$ cat src/design/pkl_pkg.sv
// pkl_pkg: shared types, constants and register codes of the per-key attempt limiter
// used by every module of the block but pkl_checker; no dependencies
package pkl_pkg;

	localparam int TABLE_ENTRIES_DEF = 64;
	localparam int ADDR_W = 5;
	localparam int DATA_W = 32;

	typedef enum logic [1:0] {
		VERDICT_ALLOW    = 2'd0,
		VERDICT_BLOCK    = 2'd1,
		VERDICT_THROTTLE = 2'd2
	} verdict_t;

	typedef enum logic [2:0] {
		REG_PROTECT_ENABLE  = 3'd0,
		REG_ATTEMPT_LIMIT   = 3'd1,
		REG_WINDOW_SECONDS  = 3'd2,
		REG_ACTION_MODE     = 3'd3,
		REG_THROTTLE_MILLIS = 3'd4
	} reg_idx_t;

	localparam logic [15:0] LIMIT_RST    = 16'd5;
	localparam logic [31:0] WINDOW_RST   = 32'd300;
	localparam logic [31:0] THROTTLE_RST = 32'd1000;
	localparam logic [15:0] COUNT_MAX    = 16'hFFFF;

	typedef struct packed {
		logic        protect_enable;
		logic [15:0] attempt_limit;
		logic [31:0] window_seconds;
		logic        action_mode;
		logic [31:0] throttle_millis;
	} cfg_t;

	typedef struct packed {
		logic [31:0] key;
		logic [15:0] count;
		logic [31:0] start;
	} entry_t;

	typedef struct packed {
		logic load;
		logic scan_en;
		logic commit;
	} dp_cmd_t;

	typedef struct packed {
		logic scan_done;
		logic out_ready;
	} dp_sts_t;

endpackage

$ cat src/design/pkl_ctrl.sv
// pkl_ctrl: sequencing state machine for load, table scan and commit of one attempt
// depends on pkl_pkg
module pkl_ctrl (
	input  logic              clk,
	input  logic              arst_n,
	input  logic              in_valid,
	output logic              in_stall,
	input  logic              protect_enable,
	input  pkl_pkg::dp_sts_t  sts,
	output pkl_pkg::dp_cmd_t  cmd
);

	typedef enum logic [2:0] {
		ST_IDLE = 3'b001,
		ST_SCAN = 3'b010,
		ST_EVAL = 3'b100
	} state_t;

	state_t state_q, state_d;

	assign in_stall = (state_q != ST_IDLE);

	always_comb begin
		state_d     = state_q;
		cmd.load    = 1'b0;
		cmd.scan_en = 1'b0;
		cmd.commit  = 1'b0;
		unique case (state_q)
			ST_IDLE: begin
				if (in_valid) begin
					cmd.load = 1'b1;
					state_d  = protect_enable ? ST_SCAN : ST_EVAL;
				end
			end
			ST_SCAN: begin
				cmd.scan_en = 1'b1;
				if (sts.scan_done) state_d = ST_EVAL;
			end
			ST_EVAL: begin
				if (sts.out_ready) begin
					cmd.commit = 1'b1;
					state_d    = ST_IDLE;
				end
			end
			default: state_d = ST_IDLE;
		endcase
	end

	always_ff @(posedge clk or negedge arst_n) begin
		if (!arst_n) state_q <= ST_IDLE;
		else         state_q <= state_d;
	end

endmodule

$ cat config.mk
export PLATFORM = sky130hd
export DESIGN_NAME = pkl_ctrl
export DESIGN_NICKNAME = d
export VERILOG_FILES = /design/src/design/pkl_pkg.sv /design/src/design/pkl_ctrl.sv
export SDC_FILE = /design/constraint.sdc
export NUM_CORES = 1
export LEC_CHECK = 0
export ABC_AREA = 0
export BUFFER_PORTS_ARGS = -buffer_cell sky130_fd_sc_hd__buf_2
export CAP_MARGIN = 15
export CORE_AREA = 10 10 47 49
export DETAILED_ROUTE_END_ITERATION = 16
export DIE_AREA = 0 0 57 59
export PLACE_DENSITY_LB_ADDON = 0.1
export REMOVE_ABC_BUFFERS = 1
export SYNTH_ARGS = -nofsm -noshare
export SYNTH_HDL_FRONTEND = slang
export SYNTH_SLANG_ARGS = --single-unit
$ cat constraint.sdc
create_clock -name clk -period 1.1 [get_ports clk]
set_input_delay 0 -clock clk [delete_from_list [all_inputs] [get_ports clk]]
set_output_delay 0 -clock clk [all_outputs]
set_load 0.01 [all_outputs]
== Yosys cells after proc, flatten, opt, wreduce, memory -nomap -nowiden ==
Index checks and enable logic that the tools add are counted.

* Flip-flop bits (word level): 3
* Input port bits: 6

* Muxes and demuxes: 10
* Eq/ne operators: 7
* Reduce and logical (&&, ||, !) cells: 1

{| class="wikitable"
|+ Operators with widths
! cell !! number
|-
| two-way mux 3 bit || 4
|-
| one-hot mux 3 bit (3 select lines) || 1
|-
| != test 2 bit, second input constant || 3
|-
| two-way mux 1 bit || 5
|-
| equality test 3 x 1 -> 1 bit, second input constant || 1
|-
| equality test 3 x 2 -> 1 bit, second input constant || 1
|-
| equality test 3 bit, second input constant || 1
|-
| != test 3 x 1 -> 1 bit, second input constant || 1
|-
| AND reduction 3 bit || 1
|}

== Longest topological paths before layout ==
* Word-level depth: 3
* Depth in mapped cells: 2

== Worst setup path after synthesis ==
No wires, ideal clock.

* Kind: flip-flop to flip-flop
* Start point: reg state_q[0]
* End point: reg state_q[2]
* Data arrival time: 1.058 ns
* Cell stages (with the launch flop): 3
* Data required time: 1.037 ns
* Period minus slack after synthesis: 1.121 ns
* Path slack: -0.021 ns
* Path buffers: 0
* Cell sequence: dfstp_2 > nor4bb_4 > a211o_2

* Longest elaborated chain between the ends: 3

{| class="wikitable"
|+ RTL lines
! element !! RTL line !! text
|-
| from (decl) || pkl_ctrl.sv:19 || <nowiki>state_t state_q, state_d;</nowiki>
|-
| from (signal assigned) || pkl_ctrl.sv:51 || <nowiki>else state_q <= state_d;</nowiki>
|-
| equality test 3 x 2 -> 1 bit (tied with other cells) || pkl_ctrl.sv:28 || <nowiki>unique case (state_q)</nowiki>
|-
| != test 2 bit (no line) || -- ||
|-
| AND reduction 3 bit (no line) || -- ||
|}

Several ways; a longest one is shown, not always the timed one.
A chain may end at the register's enable or synchronous reset.

== Worst setup path in the final report ==
* Start point: reg state_q[0]
* End point: out in_stall

* Longest elaborated chain between the ends: 1

{| class="wikitable"
|+ RTL lines
! element !! RTL line !! text
|-
| != test 3 x 1 -> 1 bit || pkl_ctrl.sv:21 || <nowiki>assign in_stall = (state_q != ST_IDLE);</nowiki>
|-
| to (decl) || pkl_ctrl.sv:7 || <nowiki>output logic in_stall,</nowiki>
|}

No other way between the ends.

==> results.md <==
- The cell at the slowest stage of the critical path is sky130_fd_sc_hd__dfstp_2.
- The worst setup margin is -0.160 ns.
- Entering global routing, the biggest net connects 7 pins.
- TritonCTS built the clock tree.
- The number of standard-cell rows in the floorplan is 14.
- The routed wire length on met2 is 318 µm.
- The overflow left after global routing is 0.
- On the worst path, the slowest cell contributes a delay of 0.53 ns.
- The relative slew slack is 80.3%.
- The fraction of final layout cells sized beyond drive strength 1 is 73.5%.
- The wire length of the first global-routing pass is 1.03 mm.
- The class of the most critical hold timing path is in2reg.
- The core region area is 0.00140 mm².
- The routed length on met1 is 218 µm.
- For this design the top-level I/O count stands at 10.
- The clock reaches the later pin of the worst-skew pair after 0.23 ns.
- The checks that failed: negative setup slack.
- Max-cap violations in this run came to 0.
- The portion of the clock cycle consumed by the worst path in the final layout is 115%.
- The number of placed instances, taps included, is 41.
- The routed wire length per instance is 11.9 µm.
- The CTS clock-pin slew for the worst setup and hold paths is 0.04 ns.
- Between clock sinks in the finished design, the worst skew comes to 0.00404 ns.
- The register with the most flip-flops is state_q.
- The overall die area is 0.00336 mm².
- In the routed design, unresolved DRC markers number 0.
- STA classifies the critical path endpoint as an output port.
- In this run, the number of DRC markers left after iteration 0 of detailed routing was 1.
- The largest registers in the layout are state_q x3.
- The die width is 57 µm.
- The routed layout has 186 vias.
- The final number of max-transition violations is 0.
- At the worst endpoint, the required time is 1.10 ns.
- The critical path is of the reg2out type.
- Synthesis produced a netlist whose cell count is 15.
- The clock net sink count is 3.
- The number of flip-flops in the largest register is 3.
- Counting I/O delays and the setup requirement, the final critical path takes 1.26 ns.
- The Yosys step of the flow raised 0 warnings.
- Traced cell by cell, the critical path runs through or3b_4 > buf_6.
- For the worst setup path, the data arrival time is 1.26 ns.
- The mapped netlist covers 188 µm².
- The highest metal layer carrying signal wires in the routed design is met3.
- The count of buffers inserted at the top-level ports is 9.
- Hold is met by 0.00882 ns.
- The number of global-route vias before repair was 246.
- The longest clock path from root to sink contains 2 buffers.
- Setup repair after global routing could not meet its margin everywhere.
- The pre-antenna-repair detailed-routing pass consisted of 2 iterations.
- The number of hold-slack violations in the final timing report is 0.
- In this run, CTS created clock tree buffers numbering 3.
- The clock network accounts for 21.6% of the total power.
- The final count of negative-setup-slack endpoints is 6.
- The filler cell count is 165.
- The analysis attributes to net switching a power of 268 µW.
- In this run the mean area of a mapped cell was 12.5 µm².
- At the end of the flow, the number of nets in the layout was 41.
- The share of the Yosys chip area taken by registers is 40.7%.
- VDD sags by at most 0.740 mV.
- The routed length on met3 is 56 µm.
- The cell at the root of the clock tree is sky130_fd_sc_hd__clkbuf_4.
- The post-DP HPWL is 484 µm.
- The area growth from synthesis to final layout is 90.0%.
- The number of antenna violations at the first check in global routing is 0.
- After synthesis the netlist holds a flip-flop and latch count of 3.
- The placed instance area is 260 µm².
- Cell internal power was estimated by the tool at 603 µW.
- The via-per-instance ratio is 3.72.
- The run finished, with violations left.
- The placer's final routability congestion estimate is 0.595.
- The worst setup path is launched from a flop.
- The fmax is 0.793 GHz.
- Of the total power, the share spent switching nets is 30.8%.
- For this block, the routed nets add up to 594 µm of wire.
- The post-route cell area is 357 µm².
- Sequential cells burn 25.8% of the power.
- The transition time at the pin with the least slew margin is 0.294 ns.
- In this run the number of H-tree levels came out at 1.
- The post-detailed-route count of antenna-violating nets is 0.
- The initial utilization of the core area, before any placement, comes to 13.4%.
- The finished layout holds 50 standard cells, fillers aside.
- For this run, the total global-route usage over all layers was measured as 4.11%.
- 0 antenna diodes ended up in the layout.
- The number of distinct library cells after synthesis is 12.
- The highest fanout seen on the critical path is 3.
- The combinational share of power is 52.6%.
- The power density normalized to cell area is 2440 mW/mm².
- The vertical die dimension is 59 µm.
- For this design the static power due to leakage is 0.000169 µW.
==> power groups by stage <==
stage          clock [µW]  combinational (µW)  sequential (µW)
5_1_grt               206                 496              233
3_3_place_gp            0                 267              241
2_1_floorplan           0                 158              227
6_report              188                 458              225
4_1_cts               202                 424              230
3_5_place_dp            0                 268              244
==> cells in the final DEF (no fill, tap or decap) <==
cell / count
sky130_fd_sc_hd__dlygate4sd3_1: 1
sky130_fd_sc_hd__or3b_4: 1
sky130_fd_sc_hd__inv_1: 2
sky130_fd_sc_hd__nor3b_4: 1
sky130_fd_sc_hd__nor4bb_1: 1
sky130_fd_sc_hd__nand2_1: 1
sky130_fd_sc_hd__a211o_2: 1
sky130_fd_sc_hd__buf_12: 1
sky130_fd_sc_hd__clkbuf_4: 3
sky130_fd_sc_hd__buf_4: 4
sky130_fd_sc_hd__nor4b_2: 1
sky130_fd_sc_hd__clkbuf_1: 1
sky130_fd_sc_hd__dfstp_2: 1
sky130_fd_sc_hd__dfrtp_2: 2
sky130_fd_sc_hd__nor3_1: 2
sky130_fd_sc_hd__nor4bb_4: 1
sky130_fd_sc_hd__a22o_1: 1
sky130_fd_sc_hd__buf_6: 1
sky130_fd_sc_hd__buf_2: 8
==> worst max-delay path, delay by kind of cell, from the launching register on <==
family	cells	cell delay (ns)
AND/OR/NAND/NOR	1	0.37
buffers and inverters	1	0.13
flip-flops	1	0.53
==> per-layer routing <==
layer | vias to the layer above | global-route usage [%]
met4 | 0 | 4.03
met1 | 85 | 3.33
met2 | 5 | 6.67
li1 | 96 | -
met5 | - | 0
met3 | 0 | 2.58
==> cell type report <==
type,count,area (µm²),area share (%)
clock buffers,4,26.3,7.37
inverters,2,7.51,2.11
multi-input cells,10,113,31.6
well taps,16,20.0,5.61
flip-flops and latches,3,78.8,22.1
repair buffers,15,111,31.2
==> synthesized netlist by cell type <==
library cell | count | area, µm²
sky130_fd_sc_hd__nor4b_2 | 1 | 15.0
sky130_fd_sc_hd__nor3_1 | 2 | 10.0
sky130_fd_sc_hd__a211o_2 | 1 | 10.0
sky130_fd_sc_hd__inv_1 | 2 | 7.51
sky130_fd_sc_hd__nand2_1 | 1 | 3.75
sky130_fd_sc_hd__dfrtp_1 | 2 | 50.1
sky130_fd_sc_hd__nor3b_2 | 1 | 12.5
sky130_fd_sc_hd__or3b_2 | 1 | 8.76
sky130_fd_sc_hd__nor4bb_1 | 1 | 10.0
sky130_fd_sc_hd__nor4bb_4 | 1 | 25.0
sky130_fd_sc_hd__a22o_1 | 1 | 8.76
sky130_fd_sc_hd__dfstp_2 | 1 | 26.3
==> timing repair <==
item / CTS / global route
hold endpoints to repair: 3 / 0
pin swaps: 2 / 1
hold buffers: 1 / 0
resized for setup: 5 / 0
buffers inserted: 3 / 1
endpoints found under the setup margin: 6 / 7
==> cell families after synthesis <==
kind of cell,after synthesis,share of synthesized area (%)
simple gates,8,45.3
flops,3,40.7
compound gates,2,10.0
buf+inv,2,4.00
==> through the flow <==
step           setup WS (ns)  TNS (ns)  total power (µW)  util, %
4_1_cts               -0.175    -0.634               856     24.0
3_5_place_dp         -0.0504    -0.105               512     18.6
3_3_place_gp         -0.0436   -0.0689               508     18.6
5_1_grt               -0.198    -0.974               935     25.4
2_1_floorplan        -0.0208   -0.0365               385        -
6_report              -0.160    -0.548               871     25.4
==> worst paths after layout <==
check	startpoint	to	slack, ns	cells after the start
hold reg to reg	state_q[1]	state_q[0]	0.78	3
max in group asynchronous	arst_n	state_q[0]	0.81	2
setup / recovery	state_q[0]	in_stall	-0.16	2
min in group asynchronous	arst_n	state_q[1]	0.10	2
setup reg to reg	state_q[0]	state_q[2]	-0.10	4
hold / removal	protect_enable	state_q[1]	0.009	2
No activity file was read; power rests on OpenSTA's default activity.
