==> config.mk <==
export PLATFORM = sky130hd
export DESIGN_NAME = pkl_regs
export DESIGN_NICKNAME = d
export VERILOG_FILES = /design/src/design/pkl_pkg.sv /design/src/design/pkl_regs.sv
export SDC_FILE = /design/constraint.sdc
export NUM_CORES = 1
export LEC_CHECK = 0
export BUFFER_PORTS_ARGS = -buffer_cell sky130_fd_sc_hd__buf_2
export CAP_MARGIN = 20
export CORE_UTILIZATION = 52
export CTS_CLUSTER_DIAMETER = 100
export DETAILED_ROUTE_END_ITERATION = 12
export PLACE_DENSITY = 0.95
export REMOVE_ABC_BUFFERS = 1
export SYNTH_ARGS = -nofsm -noshare
export SYNTH_HDL_FRONTEND = slang
export SYNTH_SLANG_ARGS = --single-unit
==> constraint.sdc <==
create_clock -name clk -period 1.53 [get_ports clk]
set_input_delay 0.0765 -clock clk [delete_from_list [all_inputs] [get_ports clk]]
set_output_delay 0.0765 -clock clk [all_outputs]
set_load 0.01 [all_outputs]
==> src/design/pkl_pkg.sv <==
// pkl_pkg: shared types, constants and register codes of the per-key attempt limiter
// used by every module of the block but pkl_checker; no dependencies
package pkl_pkg;

	localparam int TABLE_ENTRIES_DEF = 64;
	localparam int ADDR_W = 5;
	localparam int DATA_W = 32;

	typedef enum logic [1:0] {
		VERDICT_ALLOW    = 2'd0,
		VERDICT_BLOCK    = 2'd1,
		VERDICT_THROTTLE = 2'd2
	} verdict_t;

	typedef enum logic [2:0] {
		REG_PROTECT_ENABLE  = 3'd0,
		REG_ATTEMPT_LIMIT   = 3'd1,
		REG_WINDOW_SECONDS  = 3'd2,
		REG_ACTION_MODE     = 3'd3,
		REG_THROTTLE_MILLIS = 3'd4
	} reg_idx_t;

	localparam logic [15:0] LIMIT_RST    = 16'd5;
	localparam logic [31:0] WINDOW_RST   = 32'd300;
	localparam logic [31:0] THROTTLE_RST = 32'd1000;
	localparam logic [15:0] COUNT_MAX    = 16'hFFFF;

	typedef struct packed {
		logic        protect_enable;
		logic [15:0] attempt_limit;
		logic [31:0] window_seconds;
		logic        action_mode;
		logic [31:0] throttle_millis;
	} cfg_t;

	typedef struct packed {
		logic [31:0] key;
		logic [15:0] count;
		logic [31:0] start;
	} entry_t;

	typedef struct packed {
		logic load;
		logic scan_en;
		logic commit;
	} dp_cmd_t;

	typedef struct packed {
		logic scan_done;
		logic out_ready;
	} dp_sts_t;

endpackage

==> src/design/pkl_regs.sv <==
// pkl_regs: configuration register file behind the apb-style port
// depends on pkl_pkg
module pkl_regs (
	input  logic                        clk,
	input  logic                        arst_n,
	input  logic                        psel,
	input  logic                        penable,
	input  logic                        pwrite,
	input  logic [pkl_pkg::ADDR_W-1:0]  paddr,
	input  logic [pkl_pkg::DATA_W-1:0]  pwdata,
	output logic [pkl_pkg::DATA_W-1:0]  prdata,
	output logic                        pready,
	output pkl_pkg::cfg_t               cfg
);

	pkl_pkg::cfg_t    cfg_q;
	pkl_pkg::reg_idx_t idx;
	logic             wr_en;

	assign idx    = pkl_pkg::reg_idx_t'(paddr[4:2]);
	assign wr_en  = psel && penable && pwrite;
	assign pready = 1'b1;
	assign cfg    = cfg_q;

	always_ff @(posedge clk or negedge arst_n) begin
		if (!arst_n) begin
			cfg_q.protect_enable  <= 1'b0;
			cfg_q.attempt_limit   <= pkl_pkg::LIMIT_RST;
			cfg_q.window_seconds  <= pkl_pkg::WINDOW_RST;
			cfg_q.action_mode     <= 1'b0;
			cfg_q.throttle_millis <= pkl_pkg::THROTTLE_RST;
		end else if (wr_en) begin
			unique case (idx)
				pkl_pkg::REG_PROTECT_ENABLE:  cfg_q.protect_enable  <= pwdata[0];
				pkl_pkg::REG_ATTEMPT_LIMIT:   cfg_q.attempt_limit   <= pwdata[15:0];
				pkl_pkg::REG_WINDOW_SECONDS:  cfg_q.window_seconds  <= pwdata;
				pkl_pkg::REG_ACTION_MODE:     cfg_q.action_mode     <= pwdata[0];
				pkl_pkg::REG_THROTTLE_MILLIS: cfg_q.throttle_millis <= pwdata;
				default: ;
			endcase
		end
	end

	always_comb begin
		unique case (idx)
			pkl_pkg::REG_PROTECT_ENABLE:  prdata = {31'd0, cfg_q.protect_enable};
			pkl_pkg::REG_ATTEMPT_LIMIT:   prdata = {16'd0, cfg_q.attempt_limit};
			pkl_pkg::REG_WINDOW_SECONDS:  prdata = cfg_q.window_seconds;
			pkl_pkg::REG_ACTION_MODE:     prdata = {31'd0, cfg_q.action_mode};
			pkl_pkg::REG_THROTTLE_MILLIS: prdata = cfg_q.throttle_millis;
			default:                      prdata = '0;
		endcase
	end

endmodule

======== After elaboration in Yosys (flattened, before gate mapping) ========
Cells that the tools add are included.
operators by class
  multiplexer cells ....................... 1
  equality and inequality tests ........... 4
  reductions and logical operators ........ 8
operators by type and width
  kind                                            count
  one-hot mux 32 bit (5 select lines)             1
  AND reduction 2 bit                             5
  == test 3 x 2 -> 1 bit (second input constant)  2
  == test 3 x 1 -> 1 bit (second input constant)  1
  == test 3 bit (second input constant)           1
  logical NOT 3 bit                               1
  logical AND 1 bit                               2
storage, ports and cells
  register bits after elaboration ......... 82
  word-level logic and storage cells ...... 18
  input port bits ......................... 42

======== Logic depth before layout (Yosys ltp) ========
Gate-level depths: netlist of run 1.
  depth after elaboration ................. 3
  mapped depth ............................ 6
  gate-level depth less buffers ........... 3

======== Worst setup path after synthesis of run 1 ========
OpenSTA, ideal clock, no wires.
  kind .................................... input to register
  start point ............................. in paddr[3] (netlist bit)
  end point ............................... reg cfg_q, in the netlist cfg[10]
  setup slack ............................. 0.104 ns
  arrival ................................. 1.301 ns
  required time ........................... 1.405 ns
  library setup time ...................... 0.125 ns
  stages on the path ...................... 6
  cells stage by stage .................... buf_6 nor3b_4 and4_1 clkbuf_2 buf_4 mux2_2
on the way
  longest elaborated chain between the ends .. 2
ends and longest elaborated chain
  element                               RTL line        text
  start: declaration                    pkl_regs.sv:9   input logic [pkl_pkg::ADDR_W-1:0] paddr,
  == test 3 bit                         pkl_regs.sv:33  unique case (idx)
  AND reduction 2 bit (no source line)  -
  end: declaration                      pkl_regs.sv:16  pkl_pkg::cfg_t cfg_q;
No other way between the ends.
A chain may end at the register's enable or synchronous reset.

======== Final worst setup path of run 1 ========
  start point ............................. reg cfg_q, in the netlist cfg[38]
  end point ............................... out prdata[5] (netlist bit)
on the way
  longest elaborated chain between the ends .. 1
ends and longest elaborated chain
  element                              RTL line        text
  one-hot mux 32 bit (5 select lines)  pkl_regs.sv:45  unique case (idx)
  end: declaration                     pkl_regs.sv:11  output logic [pkl_pkg::DATA_W-1:0] prdata,
No other way between the ends.

==> impl_metrics.json, run 1 <==
{
  "finClkSkew_ns": 0,
  "largest_reg_flops": 82,
  "cts_sinks": 82,
  "core_area_mm2": 0.00721,
  "initial_core_util": 0.534,
  "first_global_vias": 3185,
  "synth_seq_cells": 82,
  "synthTopCellsByCount": "dfrtp_1, mux2_2, a22oi_1, mux2_4, nor2_1",
  "vias_per_cell": 5.53,
  "ys.warnings.count": 0,
  "cts_buffers": 9,
  "fin_crit_sh": 0.944,
  "grt_first_pass_wirelength_mm": 16.1,
  "gp_congestion": 0.780,
  "grt.total_usage": 0.282,
  "drv_slew": 0,
  "worstHoldPathType": "input pin to flop",
  "clk_pin_slew_ns": 0.08,
  "initialDrtViolationCount": 102,
  "post-synth-top-area-fraction": 0.455,
  "antenna_found_initial": 0,
  "ys_async_sr_fraction": 1.00,
  "p_seq_frac": 0.468,
  "cp.arrival_ns": 1.37,
  "worstPathRequired_ns": 1.45,
  "crit_end": "prdata[5]",
  "timing.critical_path.from": "cfg[38]$_DFFE_PN1P_",
  "seq_area_frac_synth": 0.537,
  "die_area_mm2": 0.00775,
  "cts_tree": "yes",
  "io_buffers": 153,
  "min_period_ns": 1.44,
  "dp_hpwl_mm": 6.92,
  "timing.fmax_mhz": 693,
  "die_h_um": 88.1,
  "yosys_most_used_dff": "dfrtp_1",
  "hold_viol": 0,
  "ir_drop_mv": 0.727,
  "post-cts-setup-buffers": 0,
  "rows": 31,
  "grt_max_degree": 37,
  "switching_share": 0.298,
  "path_max_fanout": 3,
  "n_fill_cell": 497,
  "wl_mm": 10.8,
  "synth_area_mm2": 0.00385,
  "cts.repair.resized": 0,
  "drv_cap": 0,
  "rsz0062_at_grt": "false",
  "cts-root-buf": "clkbuf_8",
  "layout-drive-gt1-share": 0.597,
  "reg2reg_from": "cfg[53]$_DFFE_PN0P_",
  "synthDistinctLibCells": 29,
  "rrSetupSlack_ns": 0.72,
  "fin_util": 0.734,
  "pwr_density_cell_mw_per_mm2": 1210,
  "reg2reg_depth": 1,
  "endpoint_kind": "primary output",
  "crit-reg2reg-capture": "cfg[53]$_DFFE_PN0P_",
  "detail_route.first_pass.iterations": 4,
  "intPower_w": 0.00451,
  "antenna_cells": 0,
  "p_leak_nw": 2.76,
  "synth_area_per_cell_um2": 13.7,
  "drt.antenna.violating_nets": 0,
  "power.switching_w": 0.00192,
  "htree_levels": 3,
  "yosysMostFrequentCell": "dfrtp_1",
  "postCtsHoldBufs": 31,
  "critPathKind": "flop to primary output",
  "critPathLaunchType": "flop",
  "die_w_um": 88.1,
  "clockBufferDepth": 2,
  "vias": 3198,
  "status": "completed",
  "synth_cells": 282,
  "drt-wirelength-per-cell_um": 18.7,
  "drc_errors": 0,
  "yosysTopAreaCell": "dfrtp_1",
  "clock_power_share": 0.266,
  "overflow": 0,
  "insertion_delay_ns": 0.33,
  "synth_edf_count": 0,
  "setup_viol": 0,
  "syn2layout_area_growth_pct": 37.6,
  "layout.nets": 516,
  "tns_ns": 0,
  "io_pins": 157,
  "combinationalPowerShare": 0.266,
  "synth_area_leaders": "dfrtp_1, mux2_2, mux2_4"
}
==> cells in the final DEF, fill, tap and decap left out, types with 2 or more instances in the layout <==
| master | count |
|---|---|
| nand2_1 | 14 |
| mux2i_1 | 2 |
| mux2_2 | 51 |
| dlygate4sd3_1 | 31 |
| nor2_1 | 17 |
| clkbuf_8 | 10 |
| nor2b_1 | 4 |
| mux2_4 | 30 |
| buf_2 | 152 |
| buf_12 | 4 |
| buf_4 | 16 |
| nor3_1 | 2 |
| dfrtp_1 | 70 |
| bufinv_16 | 2 |
| o21ai_0 | 15 |
| a22oi_1 | 31 |
| clkinv_2 | 2 |
| dfstp_2 | 12 |
==> stage by stage <==
stage / power, W / hold slack, ns / instances / worst slack [ns] / cell area [µm²]
2_1_floorplan: 0.00381 / -0.219 / 260 / -0.428 / 3680
3_3_place_gp: 0.00454 / 0.0381 / 531 / 0.0932 / 4770
3_5_place_dp: 0.00464 / 0.0379 / 531 / 0.0666 / 4770
4_1_cts: 0.00642 / 0.00282 / 578 / 0.0870 / 5300
5_1_grt: 0.00672 / 0.0167 / 578 / 0.00130 / 5300
6_report: 0.00643 / 0.0195 / 578 / 0.0861 / 5300
==> layer usage <==
metal | vias up | routed length [µm] | global-route usage
met2 | 168 | 5470 | 0.502
met5 | - | 0 | 0
met3 | 29 | 687 | 0.0556
li1 | 1409 | - | -
met4 | 0 | 316 | 0.130
met1 | 1592 | 4310 | 0.328
==> cells by family after synthesis <==
kind of cell	after synthesis	synth area share
AOI/OAI and AO/OA	47	0.0822
muxes	84	0.274
DFF	82	0.537
other	1	0.000974
and+or+nand+nor	45	0.0608
buffers and inverters	23	0.0452
==> worst min-delay path by stage <==
| stage | slack, ns | to | from | depth (start not counted) |
|---|---|---|---|---|
| 6_report | 0.02 | cfg[79]$_DFFE_PN0P_ | pwdata[14] | 2 |
| 2_1_floorplan | -0.22 | cfg[0]$_DFFE_PN0P_ | arst_n | 0 |
| 3_3_place_gp | 0.04 | cfg[19]$_DFFE_PN0P_ | arst_n | 1 |
| 3_5_place_dp | 0.04 | cfg[19]$_DFFE_PN0P_ | arst_n | 1 |
| 5_1_grt | 0.02 | cfg[14]$_DFFE_PN0P_ | pwdata[14] | 2 |
| 4_1_cts | 0.003 | cfg[47]$_DFFE_PN0P_ | pwdata[14] | 2 |
==> worst max-delay path: stages (launching register included) <==
cell     delay [ns]
dfstp_2        0.55
a22oi_1        0.07
o21ai_0        0.23
buf_2          0.18
==> final cells by class <==
type,count,area (µm²),area share
clock buffer,11,141,0.0267
sequential,82,2070,0.390
inverter,1,6.26,0.00118
tap,99,124,0.0234
multi-input combinational,177,1610,0.304
timing repair buffer,203,1270,0.240
clock inverter,5,77.6,0.0146
==> power groups by stage <==
stage          logic (W)  clock network [W]  registers [W]
3_5_place_dp     0.00163                  0        0.00302
2_1_floorplan   0.000643                  0        0.00317
3_3_place_gp     0.00156                  0        0.00297
5_1_grt          0.00184            0.00183        0.00305
4_1_cts          0.00169            0.00174        0.00299
6_report         0.00171            0.00171        0.00301
(Power assumes the default switching activity.)
==> run 2: changes to the inputs <==
--- a/config.mk
+++ b/config.mk
@@ -5,6 +5,7 @@
 export SDC_FILE = /design/constraint.sdc
 export NUM_CORES = 1
 export LEC_CHECK = 0
+export ABC_AREA = 1
 export BUFFER_PORTS_ARGS = -buffer_cell sky130_fd_sc_hd__buf_2
 export CAP_MARGIN = 20
 export CORE_UTILIZATION = 52
==> run 2 against run 1 <==
Compared with the run above: sequential power shrank 2%; register-to-register slack got worse by 0.03 ns; power is 4.7% lower; clock power down 12%.
==> impl_metrics.json, run 2 <==
{
  "layout-drive-gt1-share": 0.312,
  "worstPathRequired_ns": 1.45,
  "fin_crit_sh": 0.860,
  "layout.nets": 691,
  "setup_viol": 0,
  "path_max_fanout": 2,
  "htree_levels": 3,
  "endpoint_kind": "primary output",
  "worstHoldPathType": "input pin to flop",
  "yosysMostFrequentCell": "nand2_1",
  "clock_power_share": 0.246,
  "power.switching_w": 0.00204,
  "antenna_found_initial": 0,
  "cts_tree": "yes",
  "core_area_mm2": 0.00691,
  "crit_end": "prdata[0]",
  "crit-reg2reg-capture": "cfg[65]$_DFFE_PN1P_",
  "synth_area_mm2": 0.00378,
  "hold_viol": 0,
  "critPathLaunchType": "flop",
  "io_buffers": 153,
  "ir_drop_mv": 0.627,
  "gp_congestion": 0.856,
  "ys.warnings.count": 0,
  "switching_share": 0.332,
  "wl_mm": 11.3,
  "vias": 3955,
  "grt_max_degree": 38,
  "seq_area_frac_synth": 0.547,
  "post-cts-setup-buffers": 0,
  "power.total_w": 0.00613,
  "intPower_w": 0.00409,
  "initialDrtViolationCount": 289,
  "yosysTopAreaCell": "dfrtp_1",
  "grt.total_usage": 0.312,
  "setup_slack_ns": 0.215,
  "syn2layout_area_growth_pct": 37.0,
  "timing.hold.ws_ns": 0.112,
  "clockBufferDepth": 2,
  "clk_pin_slew_ns": 0.08,
  "overflow": 0,
  "synth_edf_count": 0,
  "final_common_cell": "nand2_1",
  "io_pins": 157,
  "initial_core_util": 0.547,
  "reg2reg_from": "cfg[65]$_DFFE_PN1P_",
  "dp_hpwl_mm": 7.38,
  "cp.arrival_ns": 1.24,
  "die_h_um": 87.2,
  "timing.critical_path.from": "cfg[65]$_DFFE_PN1P_",
  "synth_area_leaders": "dfrtp_1, nand2_1, o21ai_0",
  "post-synth-top-area-fraction": 0.464,
  "p_leak_nw": 2.81,
  "drv_slew": 0,
  "drt.antenna.violating_nets": 0,
  "rsz0062_at_grt": "false",
  "finClkSkew_ns": 0,
  "vias_per_cell": 5.27,
  "min_period_ns": 1.32,
  "synth_seq_cells": 82,
  "die_area_mm2": 0.00761,
  "most-common-layout-cells": "nand2_1, buf_2, o21ai_0",
  "ys_async_sr_fraction": 1.00,
  "place_area_mm2": 0.00466,
  "cts-root-buf": "clkbuf_8",
  "antenna_cells": 0,
  "status": "completed",
  "synth_cells": 463,
  "reg2reg_depth": 2,
  "drv_cap": 0,
  "drt-wirelength-per-cell_um": 15.0,
  "die_w_um": 87.2,
  "timing.fmax_mhz": 760,
  "cts_sinks": 82,
  "yosys_most_used_dff": "dfrtp_1",
  "drc_errors": 0,
  "synthDistinctLibCells": 18,
  "fin_util": 0.749,
  "p_seq_frac": 0.483,
  "rrSetupSlack_ns": 0.69,
  "post-place-ws_ns": 0.230,
  "detail_route.first_pass.iterations": 5,
  "largest_reg_flops": 82,
  "cts_buffers": 9,
  "critPathKind": "flop to primary output",
  "pwr_density_cell_mw_per_mm2": 1180,
  "rows": 30,
  "synth_area_per_cell_um2": 8.16,
  "finalInstanceArea_mm2": 0.00518,
  "first_global_vias": 3875,
  "grt_first_pass_wirelength_mm": 18.1,
  "insertion_delay_ns": 0.34,
  "combinationalPowerShare": 0.271,
  "synthTopCellsByCount": "nand2_1, o21ai_0, dfrtp_1, inv_1, nand3_1"
}
[run 2: changes by cell type after synthesis, moves of 4 or more]
cell	change
a22oi_1	-31
buf_2	+7
inv_1	+42
mux2_2	-51
mux2_4	-30
nand2_1	+164
nand3_1	+19
nor2_1	-13
nor2_4	+4
nor2b_1	-4
o21ai_0	+61
o21ai_1	+8
o22ai_1	+16
[run 2: cells by family (layout without fill, tap and decap cells)]
kind of cell | after synthesis | in the layout | share of synthesized area
AO/OA/AOI/OAI | 100 | 100 | 0.138
buffers and inverters | 70 | 261 | 0.0861
other | 1 | 1 | 0.000993
AND/OR/NAND/NOR | 210 | 210 | 0.228
flip-flops | 82 | 82 | 0.547
[run 2: area by class of cell]
| class | instances | area (µm²) |
|---|---|---|
| Sequential cell | 82 | 2070 |
| Timing Repair Buffer | 202 | 1260 |
| Tap cell | 96 | 120 |
| Clock inverter | 5 | 55.1 |
| Inverter | 43 | 161 |
| Fill cell | 495 | 1730 |
| Multi-Input combinational cell | 311 | 1390 |
| Clock buffer | 11 | 131 |
[run 2: power by group through the flow]
stage                     registers [W]  logic (W)  clock network (W)
after floorplan                 0.00317   0.000526                  0
after global placement          0.00295    0.00150                  0
after detailed placement        0.00298    0.00158                  0
after CTS                       0.00295    0.00165            0.00151
after global routing            0.00301    0.00183            0.00162
final                           0.00296    0.00166            0.00151
[run 2: worst max-delay path, cell delays in order (launching register included)]
cell and delay, ns:
dfstp_2 0.54, inv_1 0.05, nor2_1 0.09, nor2_1 0.05, nand2_1 0.05, buf_2 0.12
[run 2: how the worst min path moves through the flow]
stage	cells past startpoint	slack, ns	endpoint	from
2_1_floorplan	0	-0.22	cfg[0]$_DFFE_PN0P_	arst_n
3_5_place_dp	1	0.002	cfg[80]$_DFFE_PN0P_	arst_n
4_1_cts	5	0.1	cfg[81]$_DFFE_PN0P_	pwrite
5_1_grt	5	0.14	cfg[32]$_DFFE_PN0P_	pwrite
6_report	5	0.11	cfg[32]$_DFFE_PN0P_	pwrite
3_3_place_gp	1	-0.002	cfg[80]$_DFFE_PN0P_	arst_n
[run 2: repair_timing]
item | CTS | global route
hold buffers | 33 | 0
hold endpoints to repair | 136 | 0
resized for setup | 0 | 0
[run 2: per-layer routing]
metal  wire, µm  vias up  GRT usage
met5          0        -          0
met4        210        0      0.115
met3        901       31     0.0645
met2       5850      234      0.563
met1       4310     1851      0.368
li1           -     1839          -
[run 2: per-stage QoR]
step | cells | TNS [ns]
after floorplan | 436 | -0.942
after global placement | 701 | 0
after detailed placement | 701 | 0
after CTS | 750 | 0
after global routing | 750 | 0
final | 750 | 0
==> run 3: changes to the inputs <==
--- a/config.mk
+++ b/config.mk
@@ -9,10 +9,12 @@
 export BUFFER_PORTS_ARGS = -buffer_cell sky130_fd_sc_hd__buf_2
 export CAP_MARGIN = 20
 export CORE_UTILIZATION = 52
+export CTS_BUF_LIST = sky130_fd_sc_hd__clkbuf_16
 export CTS_CLUSTER_DIAMETER = 100
 export DETAILED_ROUTE_END_ITERATION = 12
 export PLACE_DENSITY = 0.95
 export REMOVE_ABC_BUFFERS = 1
+export SLEW_MARGIN = 20
 export SYNTH_ARGS = -nofsm -noshare
 export SYNTH_HDL_FRONTEND = slang
 export SYNTH_SLANG_ARGS = --single-unit
==> run 3 against run 2 <==
Compared with the run above: clock power rose by 36%; register-to-register slack improved by 0.02 ns; clock skew did not move; critical endpoint unchanged; largest cell class unchanged; highest routed layer unchanged.
==> impl_metrics.json, run 3 (same netlist as run 2, synthesis figures left out) <==
{
  "dp_hpwl_mm": 7.38,
  "cpMostUsedCell": "nor2_1",
  "finClkSkew_ns": 0,
  "reg2reg_depth": 2,
  "cts_tree": "yes",
  "core_area_mm2": 0.00691,
  "wl_mm": 11.4,
  "crit-reg2reg-capture": "cfg[65]$_DFFE_PN1P_",
  "die_h_um": 87.2,
  "cts_buffers": 9,
  "first_global_vias": 3946,
  "drv_slew": 0,
  "cts_sinks": 82,
  "grt_busiest_layer": "met2",
  "layout-drive-gt1-share": 0.312,
  "initialDrtViolationCount": 314,
  "min_period_ns": 1.29,
  "critPathLaunchType": "flop",
  "pwr_density_cell_mw_per_mm2": 1270,
  "io_pins": 157,
  "drv_cap": 0,
  "vias": 3950,
  "clk_pin_slew_ns": 0.06,
  "largest_reg_flops": 82,
  "whs_path_depth": 3,
  "crit_buf_inv": 2,
  "grt_max_degree": 38,
  "drt.antenna.violating_nets": 0,
  "vias_per_cell": 5.27,
  "grt_first_pass_wirelength_mm": 18.3,
  "worstPathRequired_ns": 1.45,
  "antenna_cells": 0,
  "hold_viol": 0,
  "layout.nets": 690,
  "htree_levels": 3,
  "n_fill_cell": 487,
  "min_from": "pwdata[0]",
  "holdPathEnd": "cfg[65]$_DFFE_PN1P_",
  "critPathKind": "flop to primary output",
  "insertion_delay_ns": 0.33,
  "cp_top_family": "flip-flops",
  "power.total_w": 0.00668,
  "cp.arrival_ns": 1.22,
  "final_common_cell": "nand2_1",
  "p_leak_nw": 2.86,
  "use_met3": 0.0616,
  "dp.cells": 701,
  "rsz0062_at_grt": "false",
  "timing.fmax_mhz": 774,
  "setup_viol": 0,
  "clockBufferDepth": 2,
  "io_buffers": 153,
  "grt.total_usage": 0.317,
  "rrSetupSlack_ns": 0.71,
  "ir_drop_mv": 0.674,
  "endpoint_kind": "primary output",
  "fin_crit_sh": 0.844,
  "gp_congestion": 0.856,
  "most-common-layout-cells": "nand2_1, buf_2, o21ai_0",
  "crit_path_max_incr_delay_ns": 0.53,
  "cts-root-buf": "clkbuf_16",
  "path_max_fanout": 2,
  "syn2layout_area_growth_pct": 39.5,
  "die_area_mm2": 0.00761,
  "rows": 30,
  "drt-wirelength-per-cell_um": 15.2,
  "grtUsageMet1": 0.362,
  "reg2reg_from": "cfg[65]$_DFFE_PN1P_",
  "status": "completed",
  "cts.repair.resized": 0,
  "worstHoldPathType": "input pin to flop",
  "overflow": 0,
  "antenna_found_initial": 0,
  "detail_route.first_pass.iterations": 5,
  "instances_no_fill": 749,
  "use_met2": 0.568,
  "drc_errors": 0,
  "post-cts-setup-buffers": 0,
  "crit_chain": "inv_1 > nor2_1 > nor2_1 > nand2_1 > buf_2",
  "die_w_um": 87.2,
  "initial_core_util": 0.547,
  "slowest_stage": "dfstp_2"
}
-- run 3: how the worst max path moves through the flow --
stage | from | depth (start not counted) | slack (ns) | to
CTS | cfg[65]$_DFFE_PN1P_ | 5 | 0.23 | prdata[0]
finish | cfg[65]$_DFFE_PN1P_ | 5 | 0.24 | prdata[0]
global route | cfg[32]$_DFFE_PN0P_ | 5 | 0.18 | prdata[0]
global placement | paddr[4] | 8 | 0.31 | prdata[9]
detailed placement | psel | 5 | 0.23 | cfg[24]$_DFFE_PN0P_
floorplan | pwrite | 3 | -0.04 | cfg[16]$_DFFE_PN0P_
-- run 3: metal layers --
layer,wire length [µm],part of all wire,up-vias
met5,0,0,-
met4,256,0.022,0
met3,918,0.081,28
met2,5980,0.53,239
met1,4230,0.37,1843
li1,-,-,1840
-- run 3: layout make-up --
| type | instances | area, µm² | share of cell area |
|---|---|---|---|
| Inverter | 43 | 161 | 0.0306 |
| Multi-Input combinational cell | 311 | 1390 | 0.263 |
| Sequential cell | 82 | 2070 | 0.392 |
| Timing Repair Buffer | 201 | 1250 | 0.237 |
| Clock buffer | 9 | 225 | 0.0428 |
| Tap cell | 96 | 120 | 0.0228 |
| Clock inverter | 7 | 62.6 | 0.0119 |
-- run 3: power by group --
group | internal, W | switching (W)
clock network | 0.00124 | 0.000809
registers | 0.00266 | 0.000305
logic | 0.000681 | 0.000975
-- run 3: timing repair --
item                       CTS  global route
hold buffers                32             0
hold endpoints to repair   126             0
setup endpoints to repair    0             0
-- run 3: metrics by stage --
step | worst slack, ns | hold slack, ns | util | instance area (µm²) | TNS [ns]
final | 0.238 | 0.0253 | 0.763 | 5270 | 0
after floorplan | -0.0374 | -0.219 | - | 3610 | -0.942
after CTS | 0.233 | 0.0127 | 0.763 | 5270 | 0
after detailed placement | 0.230 | 0.00174 | 0.675 | 4660 | 0
after global routing | 0.181 | 0.0227 | 0.763 | 5270 | 0
after global placement | 0.311 | -0.00236 | 0.675 | 4660 | 0
-- run 3: tightest hold or removal path, delay by kind of cell --
family	cells	cell delay [ns]
buffers and inverters	1	0.13
AOI/OAI and AO/OA	1	0.07
and+or+nand+nor	1	0.06
